<file path="config.mk">
export PLATFORM = sky130hd
export DESIGN_NAME = ptz_command_frame_encoder_flat
export DESIGN_NICKNAME = d
export VERILOG_FILES = /design/src/rtl/ptzenc_pkg.sv /design/src/rtl/ptzenc_cmd_if.sv /design/src/rtl/ptzenc_byte_if.sv /design/src/rtl/ptz_command_frame_encoder.sv /design/src/rtl/ptzenc_front.sv /design/src/rtl/ptzenc_queue.sv /design/src/rtl/ptzenc_back.sv /design/src/flat_wrapper.sv
export SDC_FILE = /design/constraint.sdc
export NUM_CORES = 1
export LEC_CHECK = 0
export ABC_AREA = 1
export BUFFER_PORTS_ARGS = -buffer_cell sky130_fd_sc_hd__buf_2
export CAP_MARGIN = 30
export CORE_ASPECT_RATIO = 2
export CORE_MARGIN = 1.5
export CORE_UTILIZATION = 45
export DETAILED_ROUTE_END_ITERATION = 12
export HOLD_SLACK_MARGIN = 0.02
export PLACE_DENSITY = 0.71
export SETUP_SLACK_MARGIN = 0.4
export SLEW_MARGIN = 40
export SYNTH_ARGS = -nofsm -noshare
export SYNTH_HDL_FRONTEND = slang
export SYNTH_SLANG_ARGS = --single-unit
</file>
<file path="constraint.sdc">
create_clock -name clk_i -period 6.25 [get_ports clk_i]
set_clock_uncertainty 0.15 [all_clocks]
set_input_delay 0.3125 -clock clk_i [delete_from_list [all_inputs] [get_ports clk_i]]
set_output_delay 0.3125 -clock clk_i [all_outputs]
set_load 0.02 [all_outputs]
</file>
<file path="src/rtl/ptzenc_pkg.sv">
// Package with the shared types, constants and the opcode table of the camera frame encoder.
`default_nettype none
package ptzenc_pkg;

  localparam int unsigned OpWidth   = 6;
  localparam int unsigned ArgWidth  = 16;
  localparam int unsigned ByteWidth = 8;
  localparam int unsigned IdxWidth  = 3;

  localparam logic [OpWidth-1:0]   OpCount    = 6'd53;
  localparam logic [ByteWidth-1:0] SyncByte   = 8'hff;
  localparam logic [ArgWidth-1:0]  AngleMax   = 16'd35999;
  localparam logic [ByteWidth-1:0] DefaultAddr = 8'd1;

  localparam logic [IdxWidth-1:0] IdxSync  = 3'd0;
  localparam logic [IdxWidth-1:0] IdxAddr  = 3'd1;
  localparam logic [IdxWidth-1:0] IdxCmd1  = 3'd2;
  localparam logic [IdxWidth-1:0] IdxCmd2  = 3'd3;
  localparam logic [IdxWidth-1:0] IdxData1 = 3'd4;
  localparam logic [IdxWidth-1:0] IdxData2 = 3'd5;
  localparam logic [IdxWidth-1:0] IdxSum   = 3'd6;

  typedef enum logic [3:0] {
    KIND_ZERO,
    KIND_PAN,
    KIND_TILT,
    KIND_BOTH,
    KIND_ID,
    KIND_FIX,
    KIND_COL,
    KIND_POS,
    KIND_WORD
  } kind_e;

  typedef struct packed {
    logic [ByteWidth-1:0] c1;
    logic [ByteWidth-1:0] c2;
    kind_e                kind;
    logic [ByteWidth-1:0] lo;
    logic [ByteWidth-1:0] hi;
  } op_entry_t;

  typedef struct packed {
    logic [ByteWidth-1:0] c1;
    logic [ByteWidth-1:0] c2;
    logic [ByteWidth-1:0] d1;
    logic [ByteWidth-1:0] d2;
  } frame_t;

  function automatic op_entry_t mk(input logic [7:0] c1, input logic [7:0] c2,
                                   input kind_e kind, input logic [7:0] lo,
                                   input logic [7:0] hi);
    op_entry_t e;
    e.c1   = c1;
    e.c2   = c2;
    e.kind = kind;
    e.lo   = lo;
    e.hi   = hi;
    return e;
  endfunction

  function automatic op_entry_t op_lookup(input logic [OpWidth-1:0] op);
    op_entry_t e;
    unique case (op)
      6'd0:  e = mk(8'h00, 8'h04, KIND_PAN,  8'h00, 8'h3f);
      6'd1:  e = mk(8'h00, 8'h02, KIND_PAN,  8'h00, 8'h3f);
      6'd2:  e = mk(8'h00, 8'h08, KIND_TILT, 8'h00, 8'h3f);
      6'd3:  e = mk(8'h00, 8'h10, KIND_TILT, 8'h00, 8'h3f);
      6'd4:  e = mk(8'h00, 8'h0C, KIND_BOTH, 8'h00, 8'h3f);
      6'd5:  e = mk(8'h00, 8'h0A, KIND_BOTH, 8'h00, 8'h3f);
      6'd6:  e = mk(8'h00, 8'h14, KIND_BOTH, 8'h00, 8'h3f);
      6'd7:  e = mk(8'h00, 8'h12, KIND_BOTH, 8'h00, 8'h3f);
      6'd8:  e = mk(8'h00, 8'h00, KIND_ZERO, 8'h00, 8'h00);
      6'd9:  e = mk(8'h01, 8'h00, KIND_ZERO, 8'h00, 8'h00);
      6'd10: e = mk(8'h00, 8'h80, KIND_ZERO, 8'h00, 8'h00);
      6'd11: e = mk(8'h00, 8'h20, KIND_ZERO, 8'h00, 8'h00);
      6'd12: e = mk(8'h00, 8'h40, KIND_ZERO, 8'h00, 8'h00);
      6'd13: e = mk(8'h04, 8'h00, KIND_ZERO, 8'h00, 8'h00);
      6'd14: e = mk(8'h02, 8'h00, KIND_ZERO, 8'h00, 8'h00);
      6'd15: e = mk(8'h08, 8'h00, KIND_ZERO, 8'h00, 8'h00);
      6'd16: e = mk(8'h00, 8'h00, KIND_ZERO, 8'h00, 8'h00);
      6'd17: e = mk(8'h00, 8'h03, KIND_ID,   8'h00, 8'hff);
      6'd18: e = mk(8'h00, 8'h05, KIND_ID,   8'h00, 8'hff);
      6'd19: e = mk(8'h00, 8'h07, KIND_ID,   8'h00, 8'hff);
      6'd20: e = mk(8'h00, 8'h07, KIND_FIX,  8'h21, 8'h00);
      6'd21: e = mk(8'h00, 8'h07, KIND_FIX,  8'h22, 8'h00);
      6'd22: e = mk(8'h00, 8'h09, KIND_ID,   8'h01, 8'h08);
      6'd23: e = mk(8'h00, 8'h0B, KIND_ID,   8'h01, 8'h08);
      6'd24: e = mk(8'h00, 8'h0F, KIND_ZERO, 8'h00, 8'h00);
      6'd25: e = mk(8'h00, 8'h11, KIND_ID,   8'h01, 8'h08);
      6'd26: e = mk(8'h00, 8'h13, KIND_ID,   8'h01, 8'h08);
      6'd27: e = mk(8'h00, 8'h15, KIND_COL,  8'h00, 8'h27);
      6'd28: e = mk(8'h00, 8'h17, KIND_ZERO, 8'h00, 8'h00);
      6'd29: e = mk(8'h00, 8'h19, KIND_ID,   8'h01, 8'h08);
      6'd30: e = mk(8'h00, 8'h1B, KIND_ZERO, 8'h00, 8'h00);
      6'd31: e = mk(8'h00, 8'h1D, KIND_ZERO, 8'h00, 8'h00);
      6'd32: e = mk(8'h00, 8'h1F, KIND_ID,   8'h01, 8'h04);
      6'd33: e = mk(8'h00, 8'h21, KIND_ZERO, 8'h00, 8'h00);
      6'd34: e = mk(8'h00, 8'h23, KIND_ID,   8'h01, 8'h04);
      6'd35: e = mk(8'h00, 8'h25, KIND_ID,   8'h00, 8'h03);
      6'd36: e = mk(8'h00, 8'h27, KIND_ID,   8'h00, 8'h03);
      6'd37: e = mk(8'h00, 8'h29, KIND_ZERO, 8'h00, 8'h00);
      6'd38: e = mk(8'h00, 8'h2B, KIND_ID,   8'h00, 8'h02);
      6'd39: e = mk(8'h00, 8'h2D, KIND_ID,   8'h00, 8'h02);
      6'd40: e = mk(8'h00, 8'h2F, KIND_ID,   8'h00, 8'h02);
      6'd41: e = mk(8'h00, 8'h31, KIND_ID,   8'h01, 8'h02);
      6'd42: e = mk(8'h00, 8'h33, KIND_ID,   8'h01, 8'h02);
      6'd43: e = mk(8'h00, 8'h35, KIND_ZERO, 8'h00, 8'h00);
      6'd44: e = mk(8'h00, 8'h49, KIND_ZERO, 8'h00, 8'h00);
      6'd45: e = mk(8'h00, 8'h4B, KIND_POS,  8'h00, 8'h00);
      6'd46: e = mk(8'h00, 8'h4D, KIND_POS,  8'h00, 8'h00);
      6'd47: e = mk(8'h00, 8'h4F, KIND_WORD, 8'h00, 8'h00);
      6'd48: e = mk(8'h00, 8'h51, KIND_ZERO, 8'h00, 8'h00);
      6'd49: e = mk(8'h00, 8'h53, KIND_ZERO, 8'h00, 8'h00);
      6'd50: e = mk(8'h00, 8'h55, KIND_ZERO, 8'h00, 8'h00);
      6'd51: e = mk(8'h00, 8'h5F, KIND_WORD, 8'h00, 8'h00);
      6'd52: e = mk(8'h00, 8'h61, KIND_ZERO, 8'h00, 8'h00);
      default: e = mk(8'h00, 8'h00, KIND_ZERO, 8'h00, 8'h00);
    endcase
    return e;
  endfunction

  function automatic logic [ByteWidth-1:0] clamp_byte(input logic [ByteWidth-1:0] v,
                                                      input logic [ByteWidth-1:0] lo,
                                                      input logic [ByteWidth-1:0] hi);
    logic [ByteWidth-1:0] r;
    if (v > hi) begin
      r = hi;
    end else if (v < lo) begin
      r = lo;
    end else begin
      r = v;
    end
    return r;
  endfunction

endpackage
`default_nettype wire

</file>
<file path="src/rtl/ptzenc_cmd_if.sv">
// Command channel interface: valid, ready and one command request per beat.
`default_nettype none
interface ptzenc_cmd_if;
  logic        valid;
  logic        ready;
  logic [5:0]  op;
  logic [15:0] arg_main;
  logic [7:0]  arg_char;
  logic        clamp_angle;

  modport source (output valid, output op, output arg_main, output arg_char,
                  output clamp_angle, input ready);
  modport sink (input valid, input op, input arg_main, input arg_char,
                input clamp_angle, output ready);
endinterface
`default_nettype wire

</file>
<file path="src/rtl/ptzenc_byte_if.sv">
// Byte channel interface: valid, ready and one frame byte with its last flag per beat.
`default_nettype none
interface ptzenc_byte_if;
  logic       valid;
  logic       ready;
  logic [7:0] out_byte;
  logic       last_byte;

  modport source (output valid, output out_byte, output last_byte, input ready);
  modport sink (input valid, input out_byte, input last_byte, output ready);
endinterface
`default_nettype wire

</file>
<file path="src/rtl/ptz_command_frame_encoder.sv">
// Top level of the camera command frame encoder.
//
// A command beat on cmd_i (op, arg_main, arg_char, clamp_angle) produces one
// seven-byte frame on frame_o: sync, device address, command 1, command 2,
// data 1, data 2 and checksum, one byte per beat, with last_byte set on the
// checksum. Opcodes above the table are accepted and produce no bytes.
// The device address is written through cfg_we_i and cfg_data_i and resets
// to one. Write it only while the block is idle; this is not enforced.
// A frame passes the front stage register, the queue and the back end's
// frame register before its first byte reaches the output register. The
// output sends one byte per cycle unless the receiver stalls, with no gap
// between frames while the queue holds the next. The front stage and the
// two-entry queue buffer up to three commands ahead of the frame being
// sent, so commands are taken during a stall until that space is used.
// Reset empties the pipeline and the queue; no byte is lost when the
// receiver holds ready low, the output beat simply waits.
`default_nettype none
module ptz_command_frame_encoder (
  input  wire logic       clk_i,
  input  wire logic       rst_ni,
  input  wire logic       cfg_we_i,
  input  wire logic [7:0] cfg_data_i,
  ptzenc_cmd_if.sink      cmd_i,
  ptzenc_byte_if.source   frame_o
);
  import ptzenc_pkg::*;

  logic [ByteWidth-1:0] addr_q, addr_d;
  frame_t front_frame;
  frame_t queue_frame;
  logic   push;
  logic   full;
  logic   pop;
  logic   empty;

  assign addr_d = cfg_we_i ? cfg_data_i : addr_q;

  always_ff @(posedge clk_i or negedge rst_ni) begin
    if (!rst_ni) begin
      addr_q <= DefaultAddr;
    end else begin
      addr_q <= addr_d;
    end
  end

  ptzenc_front u_front (
    .clk_i   (clk_i),
    .rst_ni  (rst_ni),
    .cmd_i   (cmd_i),
    .frame_o (front_frame),
    .push_o  (push),
    .full_i  (full)
  );

  ptzenc_queue u_queue (
    .clk_i   (clk_i),
    .rst_ni  (rst_ni),
    .push_i  (push),
    .wdata_i (front_frame),
    .full_o  (full),
    .pop_i   (pop),
    .rdata_o (queue_frame),
    .empty_o (empty)
  );

  ptzenc_back u_back (
    .clk_i   (clk_i),
    .rst_ni  (rst_ni),
    .addr_i  (addr_q),
    .frame_i (queue_frame),
    .empty_i (empty),
    .pop_o   (pop),
    .byte_o  (frame_o)
  );
endmodule
`default_nettype wire

</file>
<file path="src/rtl/ptzenc_front.sv">
// Front end: accepts command beats, looks up the opcode and clamps the arguments.
`default_nettype none
module ptzenc_front (
  input  wire logic             clk_i,
  input  wire logic             rst_ni,
  ptzenc_cmd_if.sink            cmd_i,
  output ptzenc_pkg::frame_t    frame_o,
  output logic                  push_o,
  input  wire logic             full_i
);
  import ptzenc_pkg::*;

  logic      valid_q, valid_d;
  frame_t    frame_q, frame_d;
  op_entry_t entry;
  logic [ByteWidth-1:0] low;
  logic [ByteWidth-1:0] lim;
  logic [ArgWidth-1:0]  pos;
  logic                 accept;

  assign push_o      = valid_q && !full_i;
  assign cmd_i.ready = !valid_q || !full_i;
  assign accept      = cmd_i.valid && cmd_i.ready;
  assign frame_o     = frame_q;

  always_comb begin
    entry = op_lookup(cmd_i.op);
    low   = cmd_i.arg_main[ByteWidth-1:0];
    lim   = clamp_byte(low, entry.lo, entry.hi);
    pos   = (cmd_i.clamp_angle && (cmd_i.arg_main > AngleMax)) ? AngleMax : cmd_i.arg_main;
    frame_d.c1 = entry.c1;
    frame_d.c2 = entry.c2;
    frame_d.d1 = '0;
    frame_d.d2 = '0;
    unique case (entry.kind)
      KIND_PAN:  frame_d.d1 = lim;
      KIND_TILT: frame_d.d2 = lim;
      KIND_BOTH: begin
        frame_d.d1 = lim;
        frame_d.d2 = lim;
      end
      KIND_ID:   frame_d.d2 = lim;
      KIND_FIX:  frame_d.d2 = entry.lo;
      KIND_COL: begin
        frame_d.d1 = lim;
        frame_d.d2 = cmd_i.arg_char;
      end
      KIND_POS: begin
        frame_d.d1 = pos[ArgWidth-1:ByteWidth];
        frame_d.d2 = pos[ByteWidth-1:0];
      end
      KIND_WORD: begin
        frame_d.d1 = cmd_i.arg_main[ArgWidth-1:ByteWidth];
        frame_d.d2 = cmd_i.arg_main[ByteWidth-1:0];
      end
      default: ;
    endcase

    valid_d = valid_q;
    if (accept) begin
      // Unknown opcodes are taken and dropped.
      valid_d = cmd_i.op < OpCount;
    end else if (push_o) begin
      valid_d = 1'b0;
    end
  end

  always_ff @(posedge clk_i or negedge rst_ni) begin
    if (!rst_ni) begin
      valid_q <= 1'b0;
    end else begin
      valid_q <= valid_d;
    end
  end

  always_ff @(posedge clk_i) begin
    if (accept) begin
      frame_q <= frame_d;
    end
  end
endmodule
`default_nettype wire

</file>
<file path="src/rtl/ptzenc_queue.sv">
// Two-entry queue of classified frames between the front and back ends.
`default_nettype none
module ptzenc_queue (
  input  wire logic               clk_i,
  input  wire logic               rst_ni,
  input  wire logic               push_i,
  input  wire ptzenc_pkg::frame_t wdata_i,
  output logic                    full_o,
  input  wire logic               pop_i,
  output ptzenc_pkg::frame_t      rdata_o,
  output logic                    empty_o
);
  import ptzenc_pkg::*;

  frame_t     mem_q [2];
  logic       wr_ptr_q, wr_ptr_d;
  logic       rd_ptr_q, rd_ptr_d;
  logic [1:0] count_q, count_d;

  assign full_o  = count_q == 2'd2;
  assign empty_o = count_q == 2'd0;
  assign rdata_o = mem_q[rd_ptr_q];

  always_comb begin
    wr_ptr_d = push_i ? !wr_ptr_q : wr_ptr_q;
    rd_ptr_d = pop_i ? !rd_ptr_q : rd_ptr_q;
    count_d  = count_q;
    if (push_i && !pop_i) begin
      count_d = count_q + 2'd1;
    end else if (pop_i && !push_i) begin
      count_d = count_q - 2'd1;
    end
  end

  always_ff @(posedge clk_i or negedge rst_ni) begin
    if (!rst_ni) begin
      wr_ptr_q <= 1'b0;
      rd_ptr_q <= 1'b0;
      count_q  <= 2'd0;
    end else begin
      wr_ptr_q <= wr_ptr_d;
      rd_ptr_q <= rd_ptr_d;
      count_q  <= count_d;
    end
  end

  always_ff @(posedge clk_i) begin
    if (push_i) begin
      mem_q[wr_ptr_q] <= wdata_i;
    end
  end
endmodule
`default_nettype wire

</file>
<file path="src/rtl/ptzenc_back.sv">
// Back end: serializes one frame into seven byte beats with the checksum last.
`default_nettype none
module ptzenc_back (
  input  wire logic               clk_i,
  input  wire logic               rst_ni,
  input  wire logic [7:0]         addr_i,
  input  wire ptzenc_pkg::frame_t frame_i,
  input  wire logic               empty_i,
  output logic                    pop_o,
  ptzenc_byte_if.source           byte_o
);
  import ptzenc_pkg::*;

  logic                 busy_q, busy_d;
  logic [IdxWidth-1:0]  idx_q, idx_d;
  frame_t               cur_q;
  logic [ByteWidth-1:0] sum_q;
  logic                 ovalid_q, ovalid_d;
  logic [ByteWidth-1:0] obyte_q, obyte_d;
  logic                 olast_q, olast_d;
  logic                 adv;
  logic                 emit;

  assign adv   = !ovalid_q || byte_o.ready;
  assign emit  = adv && busy_q;
  assign pop_o = adv && (!busy_q || (idx_q == IdxSum)) && !empty_i;

  assign byte_o.valid     = ovalid_q;
  assign byte_o.out_byte  = obyte_q;
  assign byte_o.last_byte = olast_q;

  always_comb begin
    busy_d   = busy_q;
    idx_d    = idx_q;
    ovalid_d = ovalid_q;
    obyte_d  = obyte_q;
    olast_d  = olast_q;
    if (adv) begin
      ovalid_d = busy_q;
    end
    if (emit) begin
      olast_d = idx_q == IdxSum;
      unique case (idx_q)
        IdxSync:  obyte_d = SyncByte;
        IdxAddr:  obyte_d = addr_i;
        IdxCmd1:  obyte_d = cur_q.c1;
        IdxCmd2:  obyte_d = cur_q.c2;
        IdxData1: obyte_d = cur_q.d1;
        IdxData2: obyte_d = cur_q.d2;
        IdxSum:   obyte_d = sum_q;
        default:  obyte_d = '0;
      endcase
      if (idx_q == IdxSum) begin
        busy_d = 1'b0;
      end else begin
        idx_d = idx_q + 3'd1;
      end
    end
    if (pop_o) begin
      busy_d = 1'b1;
      idx_d  = IdxSync;
    end
  end

  always_ff @(posedge clk_i or negedge rst_ni) begin
    if (!rst_ni) begin
      busy_q   <= 1'b0;
      idx_q    <= IdxSync;
      ovalid_q <= 1'b0;
    end else begin
      busy_q   <= busy_d;
      idx_q    <= idx_d;
      ovalid_q <= ovalid_d;
    end
  end

  always_ff @(posedge clk_i) begin
    obyte_q <= obyte_d;
    olast_q <= olast_d;
    if (pop_o) begin
      cur_q <= frame_i;
      sum_q <= addr_i + frame_i.c1 + frame_i.c2 + frame_i.d1 + frame_i.d2;
    end
  end
endmodule
`default_nettype wire

</file>
<file path="src/flat_wrapper.sv">
// flat-port wrapper written by rule: the top's interface ports become plain ports
module ptz_command_frame_encoder_flat import ptzenc_pkg::*;
  (clk_i, rst_ni, cfg_we_i, cfg_data_i, cmd_i_valid, cmd_i_op, cmd_i_arg_main, cmd_i_arg_char, cmd_i_clamp_angle, cmd_i_ready, frame_o_valid, frame_o_out_byte, frame_o_last_byte, frame_o_ready);
  ptzenc_cmd_if cmd_i_i ();
  ptzenc_byte_if frame_o_i ();
  input  wire logic clk_i;
  input  wire logic rst_ni;
  input  wire logic cfg_we_i;
  input  wire logic [7:0] cfg_data_i;
  input wire logic [$bits(cmd_i_i.valid)-1:0] cmd_i_valid;
  input wire logic [$bits(cmd_i_i.op)-1:0] cmd_i_op;
  input wire logic [$bits(cmd_i_i.arg_main)-1:0] cmd_i_arg_main;
  input wire logic [$bits(cmd_i_i.arg_char)-1:0] cmd_i_arg_char;
  input wire logic [$bits(cmd_i_i.clamp_angle)-1:0] cmd_i_clamp_angle;
  output wire logic [$bits(cmd_i_i.ready)-1:0] cmd_i_ready;
  output wire logic [$bits(frame_o_i.valid)-1:0] frame_o_valid;
  output wire logic [$bits(frame_o_i.out_byte)-1:0] frame_o_out_byte;
  output wire logic [$bits(frame_o_i.last_byte)-1:0] frame_o_last_byte;
  input wire logic [$bits(frame_o_i.ready)-1:0] frame_o_ready;
  assign cmd_i_i.valid = cmd_i_valid;
  assign cmd_i_i.op = cmd_i_op;
  assign cmd_i_i.arg_main = cmd_i_arg_main;
  assign cmd_i_i.arg_char = cmd_i_arg_char;
  assign cmd_i_i.clamp_angle = cmd_i_clamp_angle;
  assign cmd_i_ready = cmd_i_i.ready;
  assign frame_o_valid = frame_o_i.valid;
  assign frame_o_out_byte = frame_o_i.out_byte;
  assign frame_o_last_byte = frame_o_i.last_byte;
  assign frame_o_i.ready = frame_o_ready;
  ptz_command_frame_encoder u_core (.clk_i(clk_i), .rst_ni(rst_ni), .cfg_we_i(cfg_we_i), .cfg_data_i(cfg_data_i), .cmd_i(cmd_i_i), .frame_o(frame_o_i));
endmodule
</file>
[Word-level counts from Yosys, hierarchy flattened]
Memories as Yosys holds them, arrays and structs flattened.
Cells that the tools add are included.
Word-level totals
  register bits after elaboration: 99
  bits in latches: 0
  memory bits (writable): 64
  bits in read-only memories: 1728
  input bits: 44
  memories kept: 2
Operators by class
  add/subtract/negate cells: 7
  multipliers: 0
  div/mod/pow operators: 0
  order comparisons: 4
  equal/unequal tests: 16
  shift operators: 0
  multiplexer cells: 18
  bitwise operators: 0
  reductions and logical operators: 30
Memory list
  (no name shown): depth 64, bits a word 27, read ports 1, clocked after Yosys merged registers in 0, write ports 0, RTL line ptzenc_pkg.sv:64  | unique case (op)
  u_core.u_queue.mem_q: depth 2, bits a word 32, read ports 1, clocked after Yosys merged registers in 0, write ports 1, RTL line ptzenc_queue.sv:15  | frame_t mem_q [2];
Operators with widths (count)
  one-hot mux 8 bit (7 select lines): 1
  one-hot mux 8 bit (5 select lines): 1
  adder 8 bit: 4
  one-hot mux 8 bit (3 select lines): 1
  equality test 4 x 3 -> 1 bit, second input constant: 4
  greater-than comparator 16 bit, second input constant: 1
  2-to-1 mux 16 bit: 1
  2-to-1 mux 8 bit: 2
  equality test 3 bit, second input constant: 3
  zero test 1 bit: 9
  2-to-1 mux 3 bit: 3
  equality test 4 x 2 -> 1 bit, second input constant: 2
  greater-than comparator 8 bit: 1
  logical AND 1 bit: 8
  < comparator 8 bit: 1
  nonzero test 2 bit: 4
  2-to-1 mux 1 bit: 7
  equality test 3 x 2 -> 1 bit, second input constant: 2
  < comparator 6 bit, second input constant: 1
  OR reduction 3 bit: 2
  equality test 4 x 1 -> 1 bit, second input constant: 1
  equality test 4 bit, second input constant: 1
  2-to-1 mux 2 bit: 2
  AND reduction 2 bit: 2
  other kinds (9): 11

[Depth between registers and ports, before layout]
Gate-level depths: netlist of run 1.
  word-level depth: 7
  mapped depth: 21
  depth with buffers taken out: 21

[By module]
From an unflattened synthesis of run 1, not the netlist that was laid out.
Unflattened totals
  cells, all modules: 827
  area total of the unflattened synthesis: 8832.2 um^2
By module, submodules not included
  ptzenc_back: times used 1, cells an instance 307, area each 3203.1 um^2, sequential area each 1596.5 um^2
  ptzenc_queue: times used 1, cells an instance 125, area each 2668.8 um^2, sequential area each 2021.9 um^2
  ptzenc_front: times used 1, cells an instance 361, area each 2653.8 um^2, sequential area each 865.8 um^2
  ptz_command_frame_encoder: times used 1, cells an instance 34, area each 306.5 um^2, sequential area each 201.4 um^2

[Least setup slack after synthesis of run 1]
OpenSTA, ideal clock, no wires.
  path type: register to register
  start: reg u_core.u_back.idx_q[0]
  end: reg u_core.u_queue.count_q[1]
  library setup time: 0.122 ns
  arrival: 4.927 ns
  required time: 5.978 ns
  setup slack: 1.050 ns
  cell stages (with the launch flop): 10
  path buffers: 0
  clock period less this slack: 5.200 ns
  cell sequence: dfrtp_1 inv_1 ha_1 nand2_1 a221oi_1 inv_1 ha_1 nor2_1 nand2_1 xor2_1
On the way
  longest elaborated chain between the ends: 7
RTL lines
  start, declared: RTL line ptzenc_back.sv:15  | logic [IdxWidth-1:0] idx_q, idx_d;
  start signal, assigned: RTL line ptzenc_back.sv:68  | idx_q <= IdxSync;
  start signal, assigned: RTL line ptzenc_back.sv:72  | idx_q <= idx_d;
  equality test 3 bit (*): RTL line ptzenc_back.sv:26  | assign pop_o = adv && (!busy_q || (idx_q == IdxSum)) && !empty_i;
  logical OR 1 bit (*): RTL line ptzenc_back.sv:26
  logical AND 1 bit (*) (2 in a row): RTL line ptzenc_back.sv:26
  via u_core.pop: RTL line ptz_command_frame_encoder.sv:33  | logic pop;
  zero test 1 bit: RTL line ptzenc_queue.sv:28  | if (push_i && !pop_i) begin
  logical AND 1 bit: RTL line ptzenc_queue.sv:28
  2-to-1 mux 2 bit or nonzero test 2 bit (tied branches)
  end signal, assigned: RTL line ptzenc_queue.sv:43  | count_q <= count_d;
  end, declared: RTL line ptzenc_queue.sv:18  | logic [1:0] count_q, count_d;
Mark *: on every way through the listed nets, which the timed path passes. The rest lies on a longest branch.
A chain may end at the register's enable or synchronous reset.

[Worst setup path after layout of run 1]
  start: reg u_core.u_queue.rd_ptr_q
  end: reg u_core.u_back.sum_q[6] (data pin)
On the way
  longest elaborated chain between the ends: 5
RTL lines
  start, declared: RTL line ptzenc_queue.sv:17  | logic rd_ptr_q, rd_ptr_d;
  start signal, assigned: RTL line ptzenc_queue.sv:42  | rd_ptr_q <= rd_ptr_d;
  memory read (2 x 32 bit) (*)
  adder 8 bit (3 in a row): RTL line ptzenc_back.sv:82  | sum_q <= addr_i + frame_i.c1 + frame_i.c2 + frame_i.d1 + frame_i.d2;
  adder 8 bit (*): RTL line ptzenc_back.sv:82
  end signal, assigned: RTL line ptzenc_back.sv:82
  end, declared: RTL line ptzenc_back.sv:17  | logic [ByteWidth-1:0] sum_q;
Every way passes the cells marked *; elsewhere a longest branch is shown, timed or not.

==> impl_metrics.csv, run 1 <==
group,metric,value,unit
outcome,outcome,"complete, no violations",
die,dieHeight,189,µm
yosys,ys_types,47,
timing,setup-violations-final,0,
route,dr.pass1.iters,4,
yosys,syn_area,7750,µm²
clocking,cts_tree,"yes",
worst_setup_path,endpoint_kind,"register",
timing,finalCritPeriodShare,0.756,
finish,num_antenna_cells,0,
power_and_ir_drop,peakVddDrop,0.402,mV
clocking,cts_resized,0,
clocking,postCtsSetupBuffers,0,
worst_setup_path,r2r-start,"u_core.u_queue.rd_ptr_q$_DFFE_PN0P_",
timing,relSlewSlack,0.571,
run,drv_cap,0,
worst_setup_path,worstPathArrival,4.72,ns
route,drt_iter0_drc,161,
global_routing,grt_max_degree,39,
timing,setup-tns-final,0,ns
min_path,holdPathStages,3,
die,core.rowCount,67,
worst_setup_path,critical_path_class,"register to register",
yosys,synthArstFlopShare,0.122,
placement,post-place-cells,986,
timing,min_period,4.73,ns
placement,place_congestion,0.963,
power_and_ir_drop,power_density,579,nW/µm²
yosys,syn_avg_cell_area,10.5,µm²
route,wl_per_cell,16.8,µm
finish,fin_cells,1027,
timing,finalHoldViolCount,0,
power_and_ir_drop,power.leakage,3.82,nW
clocking,ctsRootBufferMaster,"clkbuf_16",
finish,nets,910,
yosys,ys_ff_latch,147,
worst_setup_path,r2r.worst_path.cells,18,
route,routed_wirelength,17200,µm
timing,fin_ws,1.52,ns
clocking,htree_levels,4,
clocking,clock_latency,0.41,ns
finish,final_cell_mix,"157 x nand2_1, 129 x edfxtp_1, 91 x inv_1, 54 x buf_2, 53 x o21ai_0",
die,fp.dieW,95.8,µm
yosys,mappedNetlistNets,841,
finish,post-route-util,0.530,
global_routing,gr-total-overflow,0,
timing,whs,0.0475,ns
worst_setup_path,timing.critical_path.cells,"buf_4 > inv_1 > buf_4 > or2_2 > o21ai_0 > fa_1 > inv_1 > fa_1 > inv_1 > fa_1 > inv_1 > ha_1 > a21oi_1 > and2_1 > inv_1 > a21oi_1 > o21ai_0 > xor2_1",
min_path,min_from,"cmd_i_arg_char[6]",
min_path,min_path_type,"input pin to register",
yosys,synth-edff-count,129,
clocking,numCtsBuffers,17,
worst_setup_path,critPathMaxFanout,30,
global_routing,antenna_found_initial,0,
timing,maxSlewViolCount,0,
route,antenna_left,0,
finish,final_common_cell,"nand2_1",
worst_setup_path,cp_data_required_time,6.25,ns
die,ioPinCount,55,
clocking,cts_hold_buffers,10,
timing,grt_setup_unrepaired,"no",
worst_setup_path,rrSetupSlack,1.52,ns
worst_setup_path,cp-start-kind,"register",
global_routing,grt_pass1_vias,5656,
die,core_area,16800,µm²
finish,layout-drive-gt1-share,0.163,
clocking,cts.clk_slew.worst_paths,0.06,ns
timing,worst_pin_slew,0.639,ns
global_routing,grt_util_all_layers,0.207,
worst_setup_path,critPathMaxStageDelay,0.57,ns
yosys,ys_dominant_reg_cell,"edfxtp_1",
placement,place_ws,1.53,ns
route,vias,5470,
placement,numPortBuffers,54,
die,initial_core_util,0.460,
global_routing,grt_pass1_wl,27700,µm
route,routed_via_density,5.33,
clocking,clock_path_buffers,2,
yosys,yosysSeqAreaShare,0.558,
yosys,ys.warnings.count,0,
placement,dp_hpwl,13300,µm
worst_setup_path,slowest_stage,"fa_1",
finish,area_growth,15.1,%
route,drc_errors,0,
worst_setup_path,reg2reg_to,"u_core.u_back.sum_q[6]$_DFFE_PP_",
worst_setup_path,crit_top_cell,"inv_1",
die,die-area,18100,µm²
yosys,synthCells,739,
timing,max_freq,212,MHz
clocking,cts.sinks,147,
min_path,hold_end,"u_core.u_front.frame_o[6]$_DFFE_PP_",
## synth_stat cells, types with 2 or more instances
master	instances	area, µm²
or2_2	15	93.8
ha_1	41	513
inv_2	9	33.8
buf_2	5	25.0
xor2_1	11	96.3
o22ai_1	2	12.5
xnor2_1	3	26.3
inv_1	92	345
a21oi_1	30	150
nor3_1	6	30.0
a221oi_1	9	78.8
clkbuf_1	11	41.3
o21ai_0	53	265
o2111ai_1	6	52.6
a211oi_1	2	15.0
a32o_1	5	50.1
buf_4	3	22.5
nor2_4	3	33.8
nand4_1	6	37.5
edfxtp_1	129	3870
nand2_1	157	589
nand2_2	5	31.3
dfrtp_1	17	425
o32ai_1	2	17.5
o211ai_1	3	22.5
a31oi_1	2	12.5
nor2_2	4	25.0
o21ai_1	2	10.0
fa_1	17	340
nand3_1	46	230
nor4_1	4	25.0
nor2_1	24	90.1
## where the power goes
| part | total, mW | internal (mW) | switching, mW |
|---|---|---|---|
| clock | 0.964 | 0.584 | 0.380 |
| combinational | 2.48 | 0.986 | 1.50 |
| sequential | 1.72 | 1.62 | 0.101 |
## critical path, delay by kind of cell, from the launching register on
kind,cells,cell delay [ns]
adder cells (fa/ha/maj),4,1.90
buffers and inverters,7,1.10
AO/OA/AOI/OAI,4,0.51
flip-flops,1,0.36
AND/OR/NAND/NOR,2,0.29
XOR/XNOR,1,0.15
## worst max path at each step
stage / slack (ns) / cells past startpoint / from / to
finish: 1.52 / 18 / u_core.u_queue.rd_ptr_q$_DFFE_PN0P_ / u_core.u_back.sum_q[6]$_DFFE_PP_
global route: 1.15 / 18 / u_core.u_queue.rd_ptr_q$_DFFE_PN0P_ / u_core.u_back.sum_q[6]$_DFFE_PP_
CTS: 1.50 / 18 / u_core.u_queue.rd_ptr_q$_DFFE_PN0P_ / u_core.u_back.sum_q[6]$_DFFE_PP_
detailed placement: 1.53 / 18 / u_core.u_queue.rd_ptr_q$_DFFE_PN0P_ / u_core.u_back.sum_q[6]$_DFFE_PP_
global placement: 1.65 / 18 / u_core.u_queue.rd_ptr_q$_DFFE_PN0P_ / u_core.u_back.sum_q[6]$_DFFE_PP_
floorplan: 1.05 / 9 / u_core.u_back.idx_q[0]$_DFFE_PN0P_ / u_core.u_queue.count_q[1]$_DFFE_PN0P_
## state kept, by name (all words and copies together) (netlist names)
signal / count
u_core.u_queue.mem_q: 56
u_core.u_back.cur_q: 28
u_core.u_front.frame_o: 28
u_core.addr_q: 8
u_core.u_back.byte_o.out_byte: 8
u_core.u_back.sum_q: 8
u_core.u_back.idx_q: 3
u_core.u_queue.count_q: 2
u_core.u_back.busy_q: 1
u_core.u_back.byte_o.last_byte: 1
u_core.u_back.byte_o.valid: 1
u_core.u_front.valid_q: 1
u_core.u_queue.rd_ptr_q: 1
u_core.u_queue.wr_ptr_q: 1
## logic make-up after synthesis
family / count (synthesis) / share of synthesized area
AOI/OAI and AO/OA: 125 / 0.0987
xor gates and xnor gates: 14 / 0.0158
adders and majority gates: 58 / 0.110
buffers and inverters: 121 / 0.0608
DFF: 147 / 0.558
and+or+nand+nor: 274 / 0.157
## cell type report
| type | instances | area [µm²] |
|---|---|---|
| Fill cell | 1501 | 7930 |
| Clock buffer | 18 | 429 |
| Multi-Input combinational cell | 471 | 2980 |
| Tap cell | 207 | 259 |
| Timing Repair Buffer | 69 | 408 |
| Clock inverter | 13 | 138 |
| Inverter | 102 | 383 |
| Sequential cell | 147 | 4330 |
## stage by stage
| stage | area [µm²] | power [mW] |
|---|---|---|
| after floorplan | 7750 | 3.64 |
| after global placement | 8260 | 4.15 |
| after detailed placement | 8260 | 4.26 |
| after CTS | 8920 | 5.25 |
| after global routing | 8920 | 5.67 |
| final | 8920 | 5.17 |
## layer usage
layer / vias up / wire length [µm] / global-route usage
met1: 2561 / 5650 / 0.187
met2: 160 / 9850 / 0.388
li1: 2684 / - / -
met4: 0 / 1120 / 0.148
met5: - / 0 / 0
met3: 65 / 602 / 0.0387
Note: power is estimated with default switching activity, not from simulation.
==> run 2, diff against run 1 <==
- ABC_AREA: 1 -> 0
- PLACE_DENSITY: 0.71 -> 0.74
- clock period: 6.25 -> 4.1 ns (I/O delays scaled with it)
==> run 2 against run 1 <==
  * The run now ends with negative setup slack left
  * Highest routed layer unchanged
  * Via count grew 0.51%
  * Routed wire length grew 7.9%
  * Hold slack gained 0.0018 ns
  * Largest power group unchanged
==> impl_metrics.csv, run 2 <==
group,metric,value,unit
clocking,cts.sinks,147,
route,routed_via_density,5.63,
placement,dp_hpwl,13400,µm
route,antenna_left,0,
finish,area_growth,21.6,%
run,drv_cap,0,
global_routing,grt_util_all_layers,0.205,
timing,setup-violations-final,1,
finish,top_register,"u_core.u_queue.mem_q",
route,vias,5498,
die,initial_core_util,0.457,
clocking,numCtsBuffers,17,
min_path,min_path_type,"input pin to register",
global_routing,grt_pass1_vias,5807,
worst_setup_path,critPathMaxFanout,6,
yosys,netlist_top_cells_area,"edfxtp_1 49%, ha_1 6.5%, dfrtp_1 5.4%",
timing,max_freq,239,MHz
timing,grt_setup_unrepaired,"yes",
route,dr.pass1.iters,4,
finish,layout-drive-gt1-share,0.236,
die,fp.dieW,96.4,µm
worst_setup_path,critical_path_class,"register to register",
clocking,ctsRootBufferMaster,"clkbuf_16",
yosys,yosysSeqAreaShare,0.551,
route,wl_per_cell,19.0,µm
yosys,ys_types,69,
yosys,synth_most_common_cell,"edfxtp_1",
route,drc_errors,0,
die,core.rowCount,68,
global_routing,antenna_found_initial,0,
yosys,synth-edff-count,129,
yosys,ys_ff_latch,147,
route,routed_wirelength,18600,µm
placement,numPortBuffers,54,
yosys,synth_common_cells,"129 x edfxtp_1, 55 x inv_1, 53 x nand2_1",
timing,setup-tns-final,-0.0921,ns
outcome,outcome,"finished with violations",
worst_setup_path,cp_data_required_time,4.10,ns
power_and_ir_drop,power.leakage,3.76,nW
global_routing,gr-total-overflow,0,
global_routing,grt_max_degree,39,
outcome,failed_checks,"negative setup slack",
timing,relSlewSlack,0.518,
yosys,mappedNetlistNets,747,
yosys,ys.warnings.count,0,
clocking,cts_tree,"yes",
global_routing,grt_pass1_wl,27900,µm
finish,fin_cells,976,
clocking,clock_path_buffers,2,
timing,worst_pin_slew,0.715,ns
worst_setup_path,cp-start-kind,"register",
yosys,synthArstFlopShare,0.122,
worst_setup_path,r2r.worst_path.cells,13,
finish,final_area,9550,µm²
timing,finalCritPeriodShare,1.02,
placement,place_congestion,0.922,
yosys,ys_dominant_reg_cell,"edfxtp_1",
finish,largest_register_ffs,56,
route,drt_iter0_drc,282,
finish,final_cell_mix,"129 x edfxtp_1, 54 x buf_2, 53 x nand2_1, 50 x inv_1",
min_path,holdPathStages,3,
placement,place_ws,-0.104,ns
worst_setup_path,worstPathArrival,4.19,ns
timing,min_period,4.19,ns
timing,maxSlewViolCount,0,
finish,nets,855,
die,dieHeight,190,µm
clocking,htree_levels,4,
finish,final_common_cell,"edfxtp_1",
die,ioPinCount,55,
timing,finalHoldViolCount,0,
clocking,clock_latency,0.41,ns
yosys,synthCells,645,
die,die-area,18300,µm²
timing,fin_ws,-0.0921,ns
worst_setup_path,endpoint_kind,"register",
yosys,syn_avg_cell_area,12.2,µm²
power_and_ir_drop,power.total,8.40,mW
finish,post-route-util,0.555,
placement,post-place-cells,907,
yosys,netlist.area_leader.share,0.493,
die,core_area,17200,µm²
power_and_ir_drop,power_density,880,nW/µm²
yosys,synth_top_cell_by_area,"edfxtp_1",
finish,num_antenna_cells,0,
yosys,syn_area,7850,µm²
clocking,cts.clk_slew.worst_paths,0.06,ns
power_and_ir_drop,peakVddDrop,0.592,mV
timing,whs,0.0493,ns
placement,dpl_cell_area,8500,µm²
## run 2: cell types whose count changed in the layout (fill, tap and decap cells not counted), moves of 13 or more
cell,previous run,this run
nand2_1,157,53
nand3_1,46,22
inv_1,91,50
buf_4,5,26
dlygate4sd3_1,10,29
or2_2,15,1
nand2b_1,0,13
o21ai_0,53,38
mux2_2,0,22
## run 2: worst paths after layout
| path | from | to | slack, ns |
|---|---|---|---|
| worst max-delay path | u_core.u_queue.rd_ptr_q$_DFFE_PN0P_ | u_core.u_back.sum_q[7]$_DFFE_PP_ | -0.09 |
| worst min-delay path | cmd_i_arg_main[2] | u_core.u_front.frame_o[2]$_DFFE_PP_ | 0.05 |
| worst max register to register | u_core.u_queue.rd_ptr_q$_DFFE_PN0P_ | u_core.u_back.sum_q[7]$_DFFE_PP_ | -0.09 |
| worst min register to register | u_core.u_front.frame_o[24]$_SDFFCE_PP0P_ | u_core.u_queue.mem_q[1][24]$_DFFE_PP_ | 0.29 |
| max in group asynchronous | rst_ni | u_core.u_queue.rd_ptr_q$_DFFE_PN0P_ | 3.34 |
| min in group asynchronous | rst_ni | u_core.u_back.byte_o.valid$_DFFE_PN0N_ | 0.11 |
## run 2: logic make-up (layout without fill, tap and decap cells)
group / after synthesis / after routing / synth area share
fa+ha+maj: 58 / 58 / 0.109
buf+inv: 82 / 203 / 0.0414
simple gates: 157 / 157 / 0.0964
mux: 41 / 41 / 0.0566
xor+xnor: 16 / 16 / 0.0196
compound gates: 144 / 144 / 0.127
flops: 147 / 147 / 0.551
## run 2: critical path: stages, from the launching register on
cell      delay, ns
dfrtp_2        0.46
buf_12         0.17
mux2i_4        0.19
fa_1           0.57
fa_1           0.44
fa_1           0.51
inv_2          0.05
ha_4           0.16
fa_2           0.38
a21o_1         0.19
a21oi_2        0.17
o21bai_1       0.11
a21oi_2        0.16
xnor3_1        0.22
## run 2: timing repair
item / in CTS / in global routing
pin swaps: 0 / 16
setup buffers: 1 / 6
gates resized for setup: 5 / 15
endpoints found under the hold margin: 37 / 0
setup endpoints to repair: 3 / 4
cloned: 0 / 1
hold buffers: 29 / 0
## run 2: area by class of cell
cell class,count,area [µm²]
multi-input combinational,416,3350
clock inverter,15,146
fill,1400,7640
tap,210,263
inverter,59,221
sequential,147,4330
clock buffer,17,425
timing repair buffer,112,812
## run 2: where the power goes
| part | switching, mW | internal [mW] |
|---|---|---|
| Combinational | 2.33 | 2.15 |
| Clock | 0.629 | 0.850 |
| Sequential | 0.162 | 2.28 |
## run 2: routing by layer
| layer | track usage | wire, µm | vias up |
|---|---|---|---|
| li1 | - | - | 2582 |
| met1 | 0.178 | 6020 | 2642 |
| met2 | 0.395 | 10700 | 204 |
| met3 | 0.0332 | 725 | 70 |
| met4 | 0.148 | 1140 | 0 |
| met5 | 0 | 0 | - |
